`config.mk`:
```
export PLATFORM = sky130hd
export DESIGN_NAME = running_average_filter_unit
export DESIGN_NICKNAME = d
export VERILOG_FILES = /design/src/hdl/raf_pkg.sv /design/src/hdl/raf_ring.sv /design/src/hdl/raf_divider.sv /design/src/hdl/running_average_filter_unit.sv
export VERILOG_INCLUDE_DIRS = /design/src /design/src/hdl
export SDC_FILE = /design/constraint.sdc
export NUM_CORES = 1
export LEC_CHECK = 0
export BUFFER_PORTS_ARGS = -buffer_cell sky130_fd_sc_hd__buf_2
export CAP_MARGIN = 20
export CORE_MARGIN = 2
export CORE_UTILIZATION = 45
export CTS_CLUSTER_SIZE = 16
export DETAILED_ROUTE_END_ITERATION = 12
export PLACE_DENSITY = 0.66
export SYNTH_ARGS = -nofsm -noshare
export SYNTH_HDL_FRONTEND = slang
export SYNTH_SLANG_ARGS = --single-unit
```
`constraint.sdc`:
```
create_clock -name clk_i -period 18.3 [get_ports clk_i]
set_input_delay 0.915 -clock clk_i [delete_from_list [all_inputs] [get_ports clk_i]]
set_output_delay 0.915 -clock clk_i [all_outputs]
set_load 0.02 [all_outputs]
```
`src/hdl/running_average_filter_unit_defines.svh`:
```
// ----------------------------------------------------------------------------
// Running average filter assertion macros
// Shared property shorthands for the filter's concurrent checks.
// ----------------------------------------------------------------------------
`ifndef RUNNING_AVERAGE_FILTER_UNIT_DEFINES_SVH
`define RUNNING_AVERAGE_FILTER_UNIT_DEFINES_SVH

// Check that holds outside reset.
`define RAF_ASSERT(lbl, prop, msg) \
  lbl: assert property (@(posedge clk_i) disable iff (!rst_ni) (prop)) else $error(msg);

// Check that holds at every clock edge, reset included.
`define RAF_ASSERT_ALWAYS(lbl, prop, msg) \
  lbl: assert property (@(posedge clk_i) (prop)) else $error(msg);

`endif

```
`src/hdl/raf_pkg.sv`:
```
// ----------------------------------------------------------------------------
// Running average filter package
// Types and fixed constants of the running average filter.
// ----------------------------------------------------------------------------
package raf_pkg;

  localparam int unsigned CFG_W = 6;
  localparam logic [CFG_W-1:0] WINDOW_RESET = 6'd20;

  typedef enum logic [4:0] {
    ST_IDLE   = 5'b00001,
    ST_UPDATE = 5'b00010,
    ST_DIVIDE = 5'b00100,
    ST_DONE   = 5'b01000,
    ST_SPARE  = 5'b10000
  } raf_state_e;

  typedef struct packed {
    logic start;
    logic done;
  } raf_div_ctrl_t;

endpackage

```
`src/hdl/raf_ring.sv`:
```
// ----------------------------------------------------------------------------
// Running average filter sample ring
// Single-port-write, registered-read storage for the recent samples.
// ----------------------------------------------------------------------------
module raf_ring #(
  parameter int unsigned DEPTH  = 32,
  parameter int unsigned WIDTH  = 16,
  parameter int unsigned ADDR_W = 5
) (
  input  logic              clk_i,
  input  logic              we_i,
  input  logic [ADDR_W-1:0] addr_i,
  input  logic [WIDTH-1:0]  wdata_i,
  output logic [WIDTH-1:0]  rdata_o
);

  logic [WIDTH-1:0] mem_q [DEPTH];
  logic [WIDTH-1:0] rdata_q;

  always_ff @(posedge clk_i) begin
    if (we_i) begin
      mem_q[addr_i] <= wdata_i;
    end
    rdata_q <= mem_q[addr_i];
  end

  assign rdata_o = rdata_q;

endmodule

```
`src/hdl/raf_divider.sv`:
```
// ----------------------------------------------------------------------------
// Running average filter divider
// Signed by unsigned restoring divider, one quotient bit per cycle,
// truncating toward zero.
// ----------------------------------------------------------------------------
module raf_divider #(
  parameter int unsigned DIVIDEND_W = 22,
  parameter int unsigned DIVISOR_W  = 6,
  parameter int unsigned QUOT_W     = 16
) (
  input  logic                  clk_i,
  input  logic                  rst_ni,
  input  raf_pkg::raf_div_ctrl_t ctrl_i,
  output raf_pkg::raf_div_ctrl_t ctrl_o,
  input  logic [DIVIDEND_W-1:0] dividend_i,
  input  logic [DIVISOR_W-1:0]  divisor_i,
  output logic [QUOT_W-1:0]     quotient_o
);

  localparam int unsigned CNT_W = $clog2(DIVIDEND_W + 1);

  logic                  busy_q;
  logic                  done_q;
  logic [CNT_W-1:0]      cnt_q;
  logic                  neg_q;
  logic [DIVIDEND_W-1:0] quo_q;
  logic [DIVISOR_W-1:0]  rem_q;
  logic [DIVISOR_W-1:0]  divisor_q;
  logic [DIVISOR_W:0]    trial;
  logic [DIVISOR_W:0]    diff;
  logic                  ge;
  logic [DIVIDEND_W-1:0] magnitude;
  logic [DIVIDEND_W-1:0] signed_quo;

  assign magnitude = dividend_i[DIVIDEND_W-1] ? (~dividend_i + 1'b1) : dividend_i;
  assign trial     = {rem_q, quo_q[DIVIDEND_W-1]};
  assign ge        = trial >= {1'b0, divisor_q};
  assign diff      = trial - {1'b0, divisor_q};

  always_ff @(posedge clk_i or negedge rst_ni) begin
    if (!rst_ni) begin
      busy_q <= 1'b0;
      done_q <= 1'b0;
      cnt_q  <= '0;
    end else begin
      done_q <= 1'b0;
      if (ctrl_i.start) begin
        busy_q <= 1'b1;
        cnt_q  <= '0;
      end else if (busy_q) begin
        cnt_q <= cnt_q + 1'b1;
        if (cnt_q == CNT_W'(DIVIDEND_W - 1)) begin
          busy_q <= 1'b0;
          done_q <= 1'b1;
        end
      end
    end
  end

  always_ff @(posedge clk_i) begin
    if (ctrl_i.start) begin
      neg_q     <= dividend_i[DIVIDEND_W-1];
      quo_q     <= magnitude;
      rem_q     <= '0;
      divisor_q <= divisor_i;
    end else if (busy_q) begin
      rem_q <= ge ? diff[DIVISOR_W-1:0] : trial[DIVISOR_W-1:0];
      quo_q <= {quo_q[DIVIDEND_W-2:0], ge};
    end
  end

  assign signed_quo   = neg_q ? (~quo_q + 1'b1) : quo_q;
  assign quotient_o   = signed_quo[QUOT_W-1:0];
  assign ctrl_o.start = busy_q;
  assign ctrl_o.done  = done_q;

endmodule

```
`src/hdl/running_average_filter_unit.sv`:
```
// ----------------------------------------------------------------------------
// Running average filter unit
// Boxcar moving average over the last N samples, kept in a ring.
// ----------------------------------------------------------------------------
// Each sample request passes through these steps: accept the sample,
// update the running sum and the ring, divide the running sum by the fill
// count in the bit-serial divider, let the divider report completion, and
// hand the result to the output register. The handoff waits while the
// previous result is still held in the output register and not yet taken.
// The input is not ready during that time.
// A write of the window length restarts the filter with an empty window.
module running_average_filter_unit #(
  parameter int unsigned MAX_WINDOW  = 32,
  parameter int unsigned SAMPLE_BITS = 16
) (
  input  logic                                clk_i,
  input  logic                                rst_ni,
  input  logic                                cfg_we_i,
  input  logic [raf_pkg::CFG_W-1:0]           cfg_wdata_i,
  input  logic                                s_axis_tvalid_i,
  output logic                                s_axis_tready_o,
  // Fields from bit 0: sample.
  input  logic [((SAMPLE_BITS+7)/8)*8-1:0]    s_axis_tdata_i,
  output logic                                m_axis_tvalid_o,
  input  logic                                m_axis_tready_i,
  // Fields from bit 0: average.
  output logic [((SAMPLE_BITS+7)/8)*8-1:0]    m_axis_tdata_o
);

  `include "running_average_filter_unit_defines.svh"

  localparam int unsigned DATA_W = ((SAMPLE_BITS + 7) / 8) * 8;
  localparam int unsigned ADDR_W = $clog2(MAX_WINDOW);
  localparam int unsigned CNT_W  = $clog2(MAX_WINDOW + 1);
  localparam int unsigned SUM_W  = SAMPLE_BITS + $clog2(MAX_WINDOW) + 1;
  localparam int unsigned LEN_W  = (CNT_W > raf_pkg::CFG_W) ? CNT_W : raf_pkg::CFG_W;

  raf_pkg::raf_state_e       state_q, state_d;
  logic [raf_pkg::CFG_W-1:0] window_q;
  logic [SAMPLE_BITS-1:0]    sample_q;
  logic [ADDR_W-1:0]         ptr_q, ptr_d;
  logic [CNT_W-1:0]          fill_q, fill_d;
  logic [SUM_W-1:0]          sum_q, sum_d;
  logic                      m_valid_q;
  logic [SAMPLE_BITS-1:0]    m_data_q;

  logic [LEN_W-1:0]          win_ext;
  logic [CNT_W-1:0]          win_len;
  logic [CNT_W-1:0]          ptr_inc;
  logic [SAMPLE_BITS-1:0]    ring_rdata;
  logic [SAMPLE_BITS-1:0]    old_sample;
  logic                      in_accept;
  logic                      out_load;
  raf_pkg::raf_div_ctrl_t    div_req;
  raf_pkg::raf_div_ctrl_t    div_rsp;
  logic [SAMPLE_BITS-1:0]    quotient;

  assign win_ext = LEN_W'(window_q);

  always_comb begin
    if (win_ext == '0) begin
      win_len = CNT_W'(1);
    end else if (win_ext > LEN_W'(MAX_WINDOW)) begin
      win_len = CNT_W'(MAX_WINDOW);
    end else begin
      win_len = CNT_W'(win_ext);
    end
  end

  assign s_axis_tready_o = (state_q == raf_pkg::ST_IDLE);
  assign in_accept       = s_axis_tvalid_i && s_axis_tready_o;
  assign out_load        = (state_q == raf_pkg::ST_DONE) && (!m_valid_q || m_axis_tready_i);

  assign old_sample = (fill_q < win_len) ? '0 : ring_rdata;
  assign ptr_inc    = CNT_W'(ptr_q) + 1'b1;

  always_comb begin
    sum_d  = sum_q
           - {{(SUM_W-SAMPLE_BITS){old_sample[SAMPLE_BITS-1]}}, old_sample}
           + {{(SUM_W-SAMPLE_BITS){sample_q[SAMPLE_BITS-1]}}, sample_q};
    ptr_d  = (ptr_inc >= win_len) ? '0 : ptr_inc[ADDR_W-1:0];
    fill_d = (fill_q < win_len) ? fill_q + 1'b1 : fill_q;
  end

  always_comb begin
    state_d = state_q;
    unique case (state_q)
      raf_pkg::ST_IDLE: begin
        if (in_accept) begin
          state_d = raf_pkg::ST_UPDATE;
        end
      end
      raf_pkg::ST_UPDATE: begin
        state_d = raf_pkg::ST_DIVIDE;
      end
      raf_pkg::ST_DIVIDE: begin
        if (div_rsp.done) begin
          state_d = raf_pkg::ST_DONE;
        end
      end
      raf_pkg::ST_DONE: begin
        if (out_load) begin
          state_d = raf_pkg::ST_IDLE;
        end
      end
      default: begin
        state_d = raf_pkg::ST_IDLE;
      end
    endcase
  end

  always_ff @(posedge clk_i or negedge rst_ni) begin
    if (!rst_ni) begin
      state_q   <= raf_pkg::ST_IDLE;
      window_q  <= raf_pkg::WINDOW_RESET;
      ptr_q     <= '0;
      fill_q    <= '0;
      sum_q     <= '0;
      m_valid_q <= 1'b0;
    end else begin
      state_q <= state_d;
      if (cfg_we_i) begin
        window_q <= cfg_wdata_i;
        ptr_q    <= '0;
        fill_q   <= '0;
        sum_q    <= '0;
      end else if (state_q == raf_pkg::ST_UPDATE) begin
        ptr_q  <= ptr_d;
        fill_q <= fill_d;
        sum_q  <= sum_d;
      end
      if (out_load) begin
        m_valid_q <= 1'b1;
      end else if (m_axis_tready_i) begin
        m_valid_q <= 1'b0;
      end
    end
  end

  always_ff @(posedge clk_i) begin
    if (in_accept) begin
      sample_q <= s_axis_tdata_i[SAMPLE_BITS-1:0];
    end
    if (out_load) begin
      m_data_q <= quotient;
    end
  end

  raf_ring #(
    .DEPTH  (MAX_WINDOW),
    .WIDTH  (SAMPLE_BITS),
    .ADDR_W (ADDR_W)
  ) u_ring (
    .clk_i   (clk_i),
    .we_i    (state_q == raf_pkg::ST_UPDATE),
    .addr_i  (ptr_q),
    .wdata_i (sample_q),
    .rdata_o (ring_rdata)
  );

  assign div_req.start = (state_q == raf_pkg::ST_UPDATE);
  assign div_req.done  = 1'b0;

  raf_divider #(
    .DIVIDEND_W (SUM_W),
    .DIVISOR_W  (CNT_W),
    .QUOT_W     (SAMPLE_BITS)
  ) u_divider (
    .clk_i      (clk_i),
    .rst_ni     (rst_ni),
    .ctrl_i     (div_req),
    .ctrl_o     (div_rsp),
    .dividend_i (sum_d),
    .divisor_i  (fill_d),
    .quotient_o (quotient)
  );

  assign m_axis_tvalid_o = m_valid_q;
  assign m_axis_tdata_o  = DATA_W'(m_data_q);

  `RAF_ASSERT(a_fill_in_window, fill_q <= win_len, "fill count exceeds window length")
  `RAF_ASSERT(a_ptr_in_window, CNT_W'(ptr_q) < win_len, "write pointer outside window")
  `RAF_ASSERT(a_div_done_state, div_rsp.done |-> state_q == raf_pkg::ST_DIVIDE,
              "divider finished outside the divide phase")
  `RAF_ASSERT_ALWAYS(a_div_idle_ready, s_axis_tready_o |-> !div_rsp.start,
                     "input ready while the divider is busy")

endmodule
```
==> results.tsv <==
metric	value	unit
Crit Path Max Fanout	28	
initial antenna violation count	1	
Yosys top cell by area	edfxtp_1	
Total Neg Setup Slack	0	ns
die height	251	µm
top cells by area, synth	edfxtp_1, mux4_2, dfrtp_1	
Worst EP arrival	6.93	ns
worst reg2reg path startpoint	win_ext[1]	
Initial Util	45.6	%
Ant. Diodes	0	
first-pass GRT wire length	93900	µm
grt ovf	0	
vias after detailed routing	15188	
Reg power frac	43.7	%
vias in the first global route	15449	
unique cell type count in the Yosys netlist	74	
Post-CTS Resized	0	
Reg2Reg Depth	23	
Post-Syn Nets	1793	
max-cap viol count	0	
Tcrit/Tclk final	36.0	%
First-pass DRT Iterations	5	
final hold viol count	0	
Worst Skew	0.0230	ns
Area Growth Syn to Fin	12.5	%
cell internal pwr	2920	µW
CTS max path bufs	3	
# rows	90	
switching share of power	30.7	%
Clk pwr share	30.6	%
Seq/Total Area, Yosys	68.7	%
hold buffer count at CTS	0	
achievable clock frequency	0.152	GHz
I/O pin count	45	
placed cells	2504	
switching pwr	1290	µW
maximum vdd ir drop	0.0659	mV
worst-skew pair later-pin latency	0.61	ns
Buffers & Inverters on Critical Path	3	
clk slew on worst S/H paths	0.06	ns
Setup CP Type	flip-flop to flip-flop	
DRT antenna net count	0	
CTS tree	yes	
commonest cells in the netlist	edfxtp_1, mux4_2, nand2_1, inv_1, nor2_1	
overall routing resource usage	19.9	%
input/output buffers	44	
unrepaired setup endpoints after global routing	false	
register bit total from synthesis	646	
fraction of layout cells with a size suffix above 1	19.0	%
clock root buffer	clkbuf_16	
routability cong.	0.900	
Num CTS Buffers	67	
Clock H-tree levels	3	
most frequent cell on the critical path	a21o_1	
EDFF count, synth	573	
outcome	complete, no violations	
core region area	0.0605	mm²
Die Width	251	µm
Netlist Area Pre-Place	0.0276	mm²
final-report setup violation count	0	
combinational share of power	25.7	%
Post-DP HPWL	38100	µm
Min-Delay Path Class	primary input to async pin	
yosys warns	0	
actual slew at the worst max-slew pin	0.911	ns
Crit Reg-Reg Endpoint	u_divider.quo_q[12]	
crit path cell chain	nor4_1 > o211ai_1 > a21o_1 > a21o_1 > a21o_1 > a21o_1 > a21oi_2 > buf_8 > nor2b_1 > fa_1 > inv_1 > ha_1 > and2_4 > a21bo_4 > a211oi_4 > o21a_4 > o21a_4 > o2111ai_2 > a31oi_1 > or3_1 > clkinv_1 > and4_1 > a211o_1	
slew margin rel.	39.3	%
Slowest-stage cell, CP	or3_1	
die area	0.0632	mm²
WL/cell	23.4	µm
worst stage delay on the critical path	0.65	ns
vias per cell	5.79	
PD cells	136	mW/mm²
Final Slew Violations	0	
Post-Route WL	61400	µm
ys async rst share	7.89	%
critical path's top delay family	compound AO/OA/AOI/OAI gates	
startpoint types	flip-flop	
share of the synthesized area in the top cell type	62.4	%
critical path endpoint category	flip-flop	
largest net degree at the start of global routing	108	
worst reg2reg setup slack	11.71	ns
P_leak	0.0106	µW
Synth Flop Type	edfxtp_1	
Num Clock Sinks	646	
Mean Syn Cell Area	16.3	µm²
most frequent cell after synthesis	edfxtp_1	
Tmin final	6.59	ns
# Post-CTS Setup Buffers	0	
Cell Count, Final, Fillers Out	2622	
Cells after Synth	1695	
Layout Nets	1890	
DRT iter0 DRCs	1460	
DRC Markers	0	
Worst Path Required	18.65	ns
power groups by stage:
stage               sequential (µW)  combinational (µW)  clock, µW
floorplan                      1870                 793          0
CTS                            1840                1080       1310
finish                         1840                1080       1290
global placement               1870                1050          0
global route                   1850                1210       1370
detailed placement             1870                1080          0
routing by layer:
layer | share of wire, % | routed length [µm] | GRT usage, %
met5 | 0.090 | 55 | 0.695
met4 | 3.1 | 1890 | 7.01
met1 | 42 | 25700 | 27.1
met2 | 48 | 29300 | 31.5
met3 | 7.1 | 4370 | 4.65
cell families (layout without fill, tap and decap cells):
logic type	count (synthesis)	in the layout	synth area share (%)
adders and majority gates	71	71	3.82
muxes	138	138	10.9
DFF	646	646	68.7
AOI/OAI and AO/OA	224	224	5.62
buffers and inverters	181	326	2.52
xor gates and xnor gates	53	53	1.68
and+or+nand+nor	382	382	6.82
state kept, by name (all words and copies together) (netlist names), 4 cells and up:
| name | cells |
|---|---|
| sample_q | 16 |
| ptr_q | 5 |
| m_axis_tdata_o | 16 |
| fill_q | 6 |
| u_ring.mem_q | 512 |
| u_divider.rem_q | 6 |
| state_q | 4 |
| u_divider.divisor_q | 6 |
| sum_q | 22 |
| u_divider.quo_q | 22 |
| u_divider.cnt_q | 5 |
| win_ext | 6 |
| u_ring.rdata_o | 16 |
worst reg2reg max path, stage by stage, from the launching register on:
cell and delay (ns):
dfrtp_1 0.39, nor4_1 0.38, o211ai_1 0.14, a21o_1 0.19, a21o_1 0.17, a21o_1 0.17
a21o_1 0.18, a21oi_2 0.31, buf_8 0.22, nor2b_1 0.09, fa_1 0.50, inv_1 0.05
ha_1 0.37, and2_4 0.19, a21bo_4 0.24, a211oi_4 0.31, o21a_4 0.19, o21a_4 0.15
o2111ai_2 0.14, a31oi_1 0.28, or3_1 0.65, clkinv_1 0.50, and4_1 0.32, a211o_1 0.23
cell type report:
| class | instances | area (µm²) |
|---|---|---|
| Tap cell | 782 | 978 |
| Multi-Input combinational cell | 868 | 7950 |
| Inverter | 106 | 398 |
| Fill cell | 4848 | 29500 |
| Clock inverter | 34 | 292 |
| Sequential cell | 646 | 18900 |
| Clock buffer | 83 | 1760 |
| Timing Repair Buffer | 103 | 683 |
worst max path at each step:
stage               startpoint                   to  slack (ns)  depth (start not counted)
floorplan           win_ext[5]   u_divider.quo_q[2]       12.58                         26
global placement    win_ext[5]  u_divider.quo_q[12]       11.57                         23
detailed placement  win_ext[1]  u_divider.quo_q[12]       11.34                         22
CTS                 win_ext[1]  u_divider.quo_q[12]       11.29                         22
global route        win_ext[1]  u_divider.quo_q[12]       11.29                         22
finish              win_ext[1]  u_divider.quo_q[12]       11.71                         23
cells in the final DEF, fill, tap and decap left out, drive strengths merged, types with 21 or more instances in the layout:
cell type  count
edfxtp       573
mux4         128
inv          111
nand2        107
buf          103
nor2          98
clkbuf        83
a22oi         64
ha            49
dfrtp         48
a21oi         47
o21ai         37
nand3         32
xnor2         32
clkinv        24
nor2b         22
fa            22
dfxtp         22
xor2          21
through the flow:
stage	worst slack, ns	utilization [%]	instance area (µm²)	power (µW)	hold WS (ns)
2_1_floorplan	12.58	-	27600	2660	0.446
3_3_place_gp	11.57	47.8	28900	2920	0.460
3_5_place_dp	11.34	47.8	28900	2950	0.499
4_1_cts	11.29	51.2	31000	4240	0.175
5_1_grt	11.29	51.2	31000	4430	0.185
6_report	11.71	51.2	31000	4210	0.198
Note: power is estimated with default switching activity, not from simulation.
